`config.mk`:
```
export PLATFORM = sky130hd
export DESIGN_NAME = amstep_useq
export DESIGN_NICKNAME = d
export VERILOG_FILES = /design/src/rtl/amstep_pkg.sv /design/src/rtl/amstep_useq.sv
export SDC_FILE = /design/constraint.sdc
export NUM_CORES = 1
export LEC_CHECK = 0
export ABC_AREA = 1
export BUFFER_PORTS_ARGS = -buffer_cell sky130_fd_sc_hd__buf_2
export CAP_MARGIN = 30
export CORE_MARGIN = 3
export CORE_UTILIZATION = 49
export DETAILED_ROUTE_END_ITERATION = 16
export PLACE_DENSITY_LB_ADDON = 0.25
export RECOVER_POWER = 25
export REMOVE_ABC_BUFFERS = 1
export SETUP_SLACK_MARGIN = 0.1
export SLEW_MARGIN = 15
export SYNTH_ARGS = -nofsm -noshare
export SYNTH_HDL_FRONTEND = slang
export SYNTH_SLANG_ARGS = --single-unit
```
`constraint.sdc`:
```
create_clock -name clock -period 3.01 [get_ports clock]
set_input_delay 0.1505 -clock clock [delete_from_list [all_inputs] [get_ports clock]]
set_output_delay 0.1505 -clock clock [all_outputs]
set_load 0.02 [all_outputs]
```
`src/rtl/amstep_pkg.sv`:
```
`default_nettype none
package amstep_pkg;

   localparam int UPC_W = 5;
   typedef logic [UPC_W-1:0] upc_type;

   localparam logic [1:0] REQ_WRITE = 2'd0;
   localparam logic [1:0] REQ_READ  = 2'd1;
   localparam logic [1:0] REQ_SETPC = 2'd2;
   localparam logic [1:0] REQ_EXEC  = 2'd3;

   localparam logic [1:0] MA_REQ = 2'd0;
   localparam logic [1:0] MA_PC  = 2'd1;
   localparam logic [1:0] MA_AR  = 2'd2;

   localparam logic [1:0] WD_REQ = 2'd0;
   localparam logic [1:0] WD_AC  = 2'd1;
   localparam logic [1:0] WD_PC  = 2'd2;
   localparam logic [1:0] WD_DR  = 2'd3;

   localparam logic [3:0] ACT_NONE     = 4'd0;
   localparam logic [3:0] ACT_RDATA    = 4'd1;
   localparam logic [3:0] ACT_SETPC    = 4'd2;
   localparam logic [3:0] ACT_FETCH    = 4'd3;
   localparam logic [3:0] ACT_INDIR    = 4'd4;
   localparam logic [3:0] ACT_AND      = 4'd5;
   localparam logic [3:0] ACT_ADD      = 4'd6;
   localparam logic [3:0] ACT_LDA      = 4'd7;
   localparam logic [3:0] ACT_BUN      = 4'd8;
   localparam logic [3:0] ACT_BSA      = 4'd9;
   localparam logic [3:0] ACT_ISZ_INC  = 4'd10;
   localparam logic [3:0] ACT_ISZ_SKIP = 4'd11;
   localparam logic [3:0] ACT_REG      = 4'd12;
   localparam logic [3:0] ACT_IO       = 4'd13;

   localparam logic [1:0] SEQ_NEXT   = 2'd0;
   localparam logic [1:0] SEQ_DECODE = 2'd1;
   localparam logic [1:0] SEQ_OPDISP = 2'd2;
   localparam logic [1:0] SEQ_DONE   = 2'd3;

   localparam logic [2:0] OP_AND = 3'd0;
   localparam logic [2:0] OP_ADD = 3'd1;
   localparam logic [2:0] OP_LDA = 3'd2;
   localparam logic [2:0] OP_STA = 3'd3;
   localparam logic [2:0] OP_BUN = 3'd4;
   localparam logic [2:0] OP_BSA = 3'd5;
   localparam logic [2:0] OP_ISZ = 3'd6;
   localparam logic [2:0] OP_REG = 3'd7;

   localparam logic [15:0] RR_CLA = 16'h7800;
   localparam logic [15:0] RR_CLE = 16'h7400;
   localparam logic [15:0] RR_CMA = 16'h7200;
   localparam logic [15:0] RR_CME = 16'h7100;
   localparam logic [15:0] RR_CIR = 16'h7080;
   localparam logic [15:0] RR_CIL = 16'h7040;
   localparam logic [15:0] RR_INC = 16'h7020;
   localparam logic [15:0] RR_SPA = 16'h7010;
   localparam logic [15:0] RR_SNA = 16'h7008;
   localparam logic [15:0] RR_SZA = 16'h7004;
   localparam logic [15:0] RR_SZE = 16'h7002;
   localparam logic [15:0] RR_HLT = 16'h7001;

   localparam upc_type U_WRITE  = 5'd0;
   localparam upc_type U_READ0  = 5'd1;
   localparam upc_type U_READ1  = 5'd2;
   localparam upc_type U_SETPC  = 5'd3;
   localparam upc_type U_NOP    = 5'd4;
   localparam upc_type U_FETCH0 = 5'd5;
   localparam upc_type U_FETCH1 = 5'd6;
   localparam upc_type U_IO     = 5'd7;
   localparam upc_type U_REG    = 5'd8;
   localparam upc_type U_IND0   = 5'd9;
   localparam upc_type U_IND1   = 5'd10;
   localparam upc_type U_AND0   = 5'd11;
   localparam upc_type U_AND1   = 5'd12;
   localparam upc_type U_ADD0   = 5'd13;
   localparam upc_type U_ADD1   = 5'd14;
   localparam upc_type U_LDA0   = 5'd15;
   localparam upc_type U_LDA1   = 5'd16;
   localparam upc_type U_STA    = 5'd17;
   localparam upc_type U_BUN    = 5'd18;
   localparam upc_type U_BSA    = 5'd19;
   localparam upc_type U_ISZ0   = 5'd20;
   localparam upc_type U_ISZ1   = 5'd21;
   localparam upc_type U_ISZ2   = 5'd22;

   // result word layout, lowest bit up
   localparam int RSP_RD_LSB  = 0;
   localparam int RSP_PC_LSB  = 16;
   localparam int RSP_AC_LSB  = 28;
   localparam int RSP_E_BIT   = 44;
   localparam int RSP_IR_LSB  = 45;
   localparam int RSP_HLT_BIT = 61;
   localparam int RSP_IO_BIT  = 62;
   localparam int RSP_W       = 64;
   localparam int REQ_W       = 32;

   typedef struct packed {
      logic [1:0] maddr;
      logic       we;
      logic [1:0] wdat;
      logic [3:0] act;
      logic [1:0] seq;
   } cw_type;

   typedef struct packed {
      logic   start;
      logic   fire;
      cw_type cw;
   } dpctl_type;

   typedef struct packed {
      logic        halt;
      logic [15:0] q;
      logic [15:0] ir;
   } dpstat_type;

   typedef struct packed {
      logic [15:0] rd;
      logic [11:0] pc;
      logic [15:0] ac;
      logic        e;
      logic [15:0] ir;
      logic        halt;
      logic        io;
   } arch_type;

   function automatic cw_type mk(input logic [1:0] maddr, input logic we,
                                 input logic [1:0] wdat, input logic [3:0] act,
                                 input logic [1:0] seq);
      cw_type c;
      c.maddr = maddr;
      c.we    = we;
      c.wdat  = wdat;
      c.act   = act;
      c.seq   = seq;
      return c;
   endfunction

   function automatic cw_type ucode(input upc_type a);
      cw_type c;
      case (a)
         U_WRITE:  c = mk(MA_REQ, 1'b1, WD_REQ, ACT_NONE,     SEQ_DONE);
         U_READ0:  c = mk(MA_REQ, 1'b0, WD_REQ, ACT_NONE,     SEQ_NEXT);
         U_READ1:  c = mk(MA_REQ, 1'b0, WD_REQ, ACT_RDATA,    SEQ_DONE);
         U_SETPC:  c = mk(MA_REQ, 1'b0, WD_REQ, ACT_SETPC,    SEQ_DONE);
         U_NOP:    c = mk(MA_REQ, 1'b0, WD_REQ, ACT_NONE,     SEQ_DONE);
         U_FETCH0: c = mk(MA_PC,  1'b0, WD_REQ, ACT_NONE,     SEQ_NEXT);
         U_FETCH1: c = mk(MA_PC,  1'b0, WD_REQ, ACT_FETCH,    SEQ_DECODE);
         U_IO:     c = mk(MA_AR,  1'b0, WD_REQ, ACT_IO,       SEQ_DONE);
         U_REG:    c = mk(MA_AR,  1'b0, WD_REQ, ACT_REG,      SEQ_DONE);
         U_IND0:   c = mk(MA_AR,  1'b0, WD_REQ, ACT_NONE,     SEQ_NEXT);
         U_IND1:   c = mk(MA_AR,  1'b0, WD_REQ, ACT_INDIR,    SEQ_OPDISP);
         U_AND0:   c = mk(MA_AR,  1'b0, WD_REQ, ACT_NONE,     SEQ_NEXT);
         U_AND1:   c = mk(MA_AR,  1'b0, WD_REQ, ACT_AND,      SEQ_DONE);
         U_ADD0:   c = mk(MA_AR,  1'b0, WD_REQ, ACT_NONE,     SEQ_NEXT);
         U_ADD1:   c = mk(MA_AR,  1'b0, WD_REQ, ACT_ADD,      SEQ_DONE);
         U_LDA0:   c = mk(MA_AR,  1'b0, WD_REQ, ACT_NONE,     SEQ_NEXT);
         U_LDA1:   c = mk(MA_AR,  1'b0, WD_REQ, ACT_LDA,      SEQ_DONE);
         U_STA:    c = mk(MA_AR,  1'b1, WD_AC,  ACT_NONE,     SEQ_DONE);
         U_BUN:    c = mk(MA_AR,  1'b0, WD_REQ, ACT_BUN,      SEQ_DONE);
         U_BSA:    c = mk(MA_AR,  1'b1, WD_PC,  ACT_BSA,      SEQ_DONE);
         U_ISZ0:   c = mk(MA_AR,  1'b0, WD_REQ, ACT_NONE,     SEQ_NEXT);
         U_ISZ1:   c = mk(MA_AR,  1'b0, WD_REQ, ACT_ISZ_INC,  SEQ_NEXT);
         U_ISZ2:   c = mk(MA_AR,  1'b1, WD_DR,  ACT_ISZ_SKIP, SEQ_DONE);
         default:  c = mk(MA_REQ, 1'b0, WD_REQ, ACT_NONE,     SEQ_DONE);
      endcase
      return c;
   endfunction

   function automatic upc_type req_entry(input logic [1:0] kind, input logic halted);
      upc_type u;
      case (kind)
         REQ_WRITE: u = U_WRITE;
         REQ_READ:  u = U_READ0;
         REQ_SETPC: u = U_SETPC;
         REQ_EXEC:  u = halted ? U_NOP : U_FETCH0;
         default:   u = U_NOP;
      endcase
      return u;
   endfunction

   function automatic upc_type op_entry(input logic [2:0] op);
      upc_type u;
      case (op)
         OP_AND:  u = U_AND0;
         OP_ADD:  u = U_ADD0;
         OP_LDA:  u = U_LDA0;
         OP_STA:  u = U_STA;
         OP_BUN:  u = U_BUN;
         OP_BSA:  u = U_BSA;
         OP_ISZ:  u = U_ISZ0;
         default: u = U_NOP;
      endcase
      return u;
   endfunction

   function automatic upc_type decode_entry(input logic [15:0] w);
      upc_type u;
      if (w[14:12] == OP_REG) begin
         u = w[15] ? U_IO : U_REG;
      end else if (w[15]) begin
         u = U_IND0;
      end else begin
         u = op_entry(w[14:12]);
      end
      return u;
   endfunction

endpackage
`default_nettype wire

```
`src/rtl/amstep_useq.sv`:
```
`default_nettype none
module amstep_useq (
   input  wire                    clock,
   input  wire                    reset,
   input  wire                    go,
   input  wire [1:0]              kind,
   input  wire                    stall,
   input  amstep_pkg::dpstat_type st,
   output amstep_pkg::dpctl_type  ctl,
   output logic                   busy
);
   import amstep_pkg::*;

   logic    busy_ff, busy_in;
   upc_type upc_ff, upc_in;
   cw_type  cw;
   logic    fire;

   assign cw   = ucode(upc_ff);
   assign fire = busy_ff && !((cw.seq == SEQ_DONE) && stall);

   always_comb begin
      busy_in = busy_ff;
      upc_in  = upc_ff;
      if (!busy_ff) begin
         if (go) begin
            busy_in = 1'b1;
            upc_in  = req_entry(kind, st.halt);
         end
      end else if (fire) begin
         case (cw.seq)
            SEQ_NEXT:   upc_in = upc_ff + upc_type'(1);
            SEQ_DECODE: upc_in = decode_entry(st.q);
            SEQ_OPDISP: upc_in = op_entry(st.ir[14:12]);
            default:    busy_in = 1'b0;
         endcase
      end
   end

   always_ff @(posedge clock) begin
      if (reset) begin
         busy_ff <= 1'b0;
         upc_ff  <= U_NOP;
      end else begin
         busy_ff <= busy_in;
         upc_ff  <= upc_in;
      end
   end

   assign ctl  = {go && !busy_ff, fire, cw};
   assign busy = busy_ff;

endmodule
`default_nettype wire

```
# Word-level counts from Yosys, hierarchy flattened
# Memories as Yosys holds them, arrays and structs flattened. A register that Yosys moved wholly into a read port is not among the register bits.
# Cells that the tools add are included.
dict set report word_totals {
  regBits 6
  output_inout_bits 14
  mem_count 1
  inputBits 39
  romBits 352
  elab_cells 54
}
dict set report op_classes {
  n_mux 17
  n_addsub 1
  n_eq_ne 21
  n_reduce_logical 12
}
# memory depth width rd rd_ports_with_merged_regs write_ports line
set memory_table {}
lappend memory_table {{(name not given)} 32 11 1 1 0 amstep_pkg.sv:142} ;# case (a)
# cell n
set op_table {}
lappend op_table {{5-bit case mux with 7 select lines} 2}
lappend op_table {{5-bit two-way mux} 7}
lappend op_table {{3-bit equality test, second input constant} 7}
lappend op_table {{5-bit case mux with 4 select lines} 1}
lappend op_table {{5-bit case mux with 3 select lines} 1}
lappend op_table {{3-bit by 2-bit equality test with 1-bit output, second input constant} 4}
lappend op_table {{2-bit equality test, second input constant} 4}
lappend op_table {{3-bit by 1-bit equality test with 1-bit output, second input constant} 2}
lappend op_table {{3-bit zero test} 2}
lappend op_table {{5-bit by 1-bit adder with 5-bit output, second input constant} 1}
lappend op_table {{1-bit two-way mux} 5}
lappend op_table {{2-bit by 1-bit equality test with 1-bit output, second input constant} 2}
lappend op_table {{2-bit zero test} 2}
lappend op_table {{4-bit two-way mux} 1}
lappend op_table {{4-bit by 1-bit != test with 1-bit output, second input constant} 1}
lappend op_table {{1-bit logical AND} 3}
lappend op_table {{3-bit AND reduction} 1}
lappend op_table {{3-bit OR reduction} 1}
lappend op_table {{1-bit zero test} 2}
lappend op_table {{2-bit by 1-bit != test with 1-bit output, second input constant} 1}
lappend op_table {{2-bit nonzero test} 1}

# Longest topological paths before layout
dict set report logic_depth {
  word_depth 9
  ltp_mapped 19
  ltp_nobuf 19
}

# Worst setup path after synthesis
# Ideal clock, no wire load.
dict set report synth_path {
  kind {register to register}
  startpoint {reg, netlist name cw[0]}
  endpoint {reg, netlist name cw[1]}
  n_path_buf 0
  t_arrival_ns 2.277
  t_required_ns 2.898
  setup_time_ns 0.112
  path_slack_ns 0.620
  period_less_slack_ns 2.390
  stages_incl_launch_ff 18
  cell_sequence {dfxtp_1 -> inv_1 -> ha_1 -> inv_1 -> nand2_1 -> o21ai_2 -> inv_2 -> nor2_4 -> nor2_1 -> nand2_1 -> nand2_1 -> nand2_1 -> inv_1 -> ha_1 -> nand2_2 -> nand2_1 -> nand2_1 -> nand2_1}
}
dict set report synth_via {
  elab_chain_cells 8
  elab_cells_between_ends 15
  cone_classes {eq/ne (5); mux (5); reduce/logical (5)}
}
# element line
set synth_lines {}
lappend synth_lines {{2-bit equality test} amstep_useq.sv:20} ;# assign fire = busy_ff && !((cw.seq == SEQ_DONE) && stall);
lappend synth_lines {{1-bit logical AND} amstep_useq.sv:20}
lappend synth_lines {{1-bit zero test} amstep_useq.sv:20}
lappend synth_lines {{1-bit logical AND} amstep_useq.sv:20}
lappend synth_lines {{2-bit by 1-bit != test with 1-bit output (no line)} -}
lappend synth_lines {{3-bit AND reduction (no line)} -}
lappend synth_lines {{5-bit two-way mux (no line) (*) (2 in a row)} -}
# Mark *: on every way between the ends. The rest lies on a longest branch, timed or not. The select of a mux whose other input is x is not followed.
# A chain may end at the register's enable or synchronous reset.

# Final worst setup path
dict set report layout_path {
  startpoint {reg, netlist name cw[0]}
  endpoint {reg, netlist name cw[2]}
}
dict set report layout_via {
  elab_chain_cells 8
  elab_cells_between_ends 15
  cone_classes {eq/ne (5); mux (5); reduce/logical (5)}
}
# element line
set layout_lines {}
lappend layout_lines {{2-bit equality test} amstep_useq.sv:20}
lappend layout_lines {{1-bit logical AND} amstep_useq.sv:20}
lappend layout_lines {{1-bit zero test} amstep_useq.sv:20}
lappend layout_lines {{1-bit logical AND} amstep_useq.sv:20}
lappend layout_lines {{2-bit by 1-bit != test with 1-bit output (no line)} -}
lappend layout_lines {{3-bit AND reduction (no line)} -}
lappend layout_lines {{5-bit two-way mux (no line) (*) (2 in a row)} -}
# Marked as above.

==> results.ini <==
[run_status]
outcome=completed

[worst_setup_path]
crit_top_cell=nand2_1
required_ns=3.20
max_stage_delay_ns=0.41
critical_path_class=flip-flop to flip-flop
crit_path_cell_trace=inv_1 -> ha_1 -> inv_1 -> nand2_1 -> o21ai_2 -> inv_2 -> nor2_4 -> a21oi_1 -> nand2_1 -> nand2_1 -> nand2_1 -> inv_1 -> ha_1 -> inv_1 -> nand3_1 -> nand2_1 -> inv_1 -> nand3_1 -> nand2_1
critPathSlowestCell=dfxtp_1
cp.arrival_ns=2.75
path_max_fanout=8
endpoint_kind=flip-flop
cp-start-kind=flip-flop

[timing]
grt_setup_unrepaired=false
relSlewSlack_pct=80.94
min_period_ns=2.551
hold_violations=0
skew_ns=0.004323
max_freq_mhz=392.0
fin_crit_sh_pct=84.76
hold_slack_ns=0.2455
fin_ws_ns=0.4588
setup_viol=0
tightest_slew_ns=0.2849
drv_slew=0
setup-tns-final_ns=0

[placement]
hpwl_mm=2.230
io_buffers=27
gp_congestion=0.8434
dp_worst_setup_slack_ns=0.3931

[detailed_routing]
ant_nets=0
post-route-drc-count=0
dr.pass1.iters=4
via_count=1321
postRouteWirelength_mm=2.717
avgRoutedWirePerCell_microns=10.06
viasPerCell=4.893
drt_iter0_markers=63

[synthesis]
synth_area_per_cell_sq_um=6.505
yosysTopAreaCell=dfxtp_1
synth_warnings=0
ys_seq_elements=17
synth_edf_count=0
synth-main-ff-cell=dfxtp_1
synth_cell_types=25
syn_area_sq_mm=0.001373
synth_area_leaders=dfxtp_1 (25%), nand2_1 (19%), ha_1 (13%)
synthArstFlopShare_pct=0
seq_area_frac_synth_pct=24.79
synth_cells=211
synth_common_cells=nand2_1 (68), inv_1 (29), dfxtp_1 (17), nand3_1 (17)
yosysMostFrequentCell=nand2_1
synthDominantCellAreaShare_pct=24.79

[clock_tree]
hold_buffers=0
htreeDepth=1
clockRootBuffer=clkbuf_4
worstSkewPairLatency_ns=0.29
clkTransAtPathRegs_ns=0.10
cts_sinks=17
cts_setup_buffers=0
cts_max_path_buffers=2
cts_tree=done
cts_buffers=3

[floorplan]
die_y_microns=58.93
core_sq_mm=0.002567
dieArea_sq_mm=0.003472
initial_core_util_pct=53.46
ios=53
die_x_microns=58.93
rows=18

[pwr]
leakage_nw=0.9034
power.density_mw_per_mm2=573.4
peakVddDrop_mv=0.3709
finalPower_mw=0.8853

[final_layout]
drive_gt1_share_pct=20.00
final_nets=294
diodes=0
nFillCells=248
fin_util_pct=60.14
syn_to_final_growth_pct=12.49

[global_routing]
antenna_found_initial=0
grt_overflow=0
grt_max_degree=13
grtUsageMet2_pct=24.13
use_met1_pct=26.54
grt_pass1_wl_mm=4.719
grt_use_met3_pct=4.167
grt_pass1_vias=1089
gr-max-usage-layer=met1
track_usage_pct=17.16

[hold_path]
hold_class=input pin to flip-flop

[run]
maxCapViolCount=0

## stage by stage
step	instance area, sq um	cells
after global placement	1523	266
final	1544	270
after floorplan	1350	209
after detailed placement	1523	266
after CTS	1550	270
after global routing	1544	270
## cell usage in the layout (no fill, tap or decap), types with 2 or more instances in the layout
cell      instances
a21oi_1          14
buf_2            20
clkbuf_1          7
clkbuf_4          3
dfxtp_1          17
ha_1             14
inv_1            29
inv_2             4
nand2_1          67
nand2_2          11
nand2_4           2
nand3_1          17
nand3_2           2
nand4_1           2
nor2_1            7
nor2_4            2
o211ai_1          3
o21ai_0           8
o21ai_1           3
## report_power, final
part / switching (mW) / internal (mW) / leakage, nW
Combinational: 0.312 / 0.161 / 0.746
Clock: 0.0702 / 0.0494 / 0.0177
Sequential: 0.0269 / 0.266 / 0.139
Total: 0.409 / 0.477 / 0.903
## metal layers
metal  vias up  part of all wire, %
li1        724                    -
met4         0                 0.37
met3         2                  6.4
met1       559                   52
met2        36                   41
met5         -                    0
## critical path: cells and delay by family, from the launching register on
kind,cells,cell delay (ns)
adders and majority gates,2,0.47
DFF,1,0.41
and+or+nand+nor,9,0.87
AOI/OAI and AO/OA,2,0.18
buffers and inverters,6,0.50
## sequential cells by signal (all words and copies together) (netlist names)
register / count
cw: 11
upc_ff: 5
busy: 1
## logic make-up after synthesis
kind of cell,Yosys count,synth area share [%]
AOI/OAI and AO/OA,31,13.13
and+or+nand+nor,111,37.28
adders and majority gates,14,12.76
buffers and inverters,37,11.39
DFF,17,24.80
xor gates and xnor gates,1,0.6382
## worst paths after layout
check / startpoint / end / slack, ns / depth (start not counted)
setup / recovery: cw[0]$_DFF_P_ / cw[2]$_DFF_P_ / 0.46 / 19
hold / removal: reset / busy$_SDFF_PP0_ / 0.25 / 4
setup reg to reg: cw[0]$_DFF_P_ / cw[2]$_DFF_P_ / 0.46 / 19
hold reg to reg: upc_ff[1]$_SDFFE_PP0P_ / cw[5]$_DFF_P_ / 0.72 / 4
## timing repair
item | in CTS | in global routing
hold endpoints to repair | 0 | 0
gates resized for setup | 0 | 1
endpoints found under the setup margin | 0 | 1
## area by class of cell
| cell class | instances | area (sq um) | share of cell area (%) |
|---|---|---|---|
| inverter | 35 | 133.9 | 8.671 |
| clock buffer | 3 | 22.52 | 1.459 |
| sequential | 17 | 340.3 | 22.04 |
| multi-input combinational | 157 | 878.3 | 56.89 |
| clock inverter | 1 | 5.005 | 0.3241 |
| timing repair buffer | 27 | 126.4 | 8.185 |
| tap | 30 | 37.54 | 2.431 |
No activity file was read; power rests on OpenSTA's default activity.
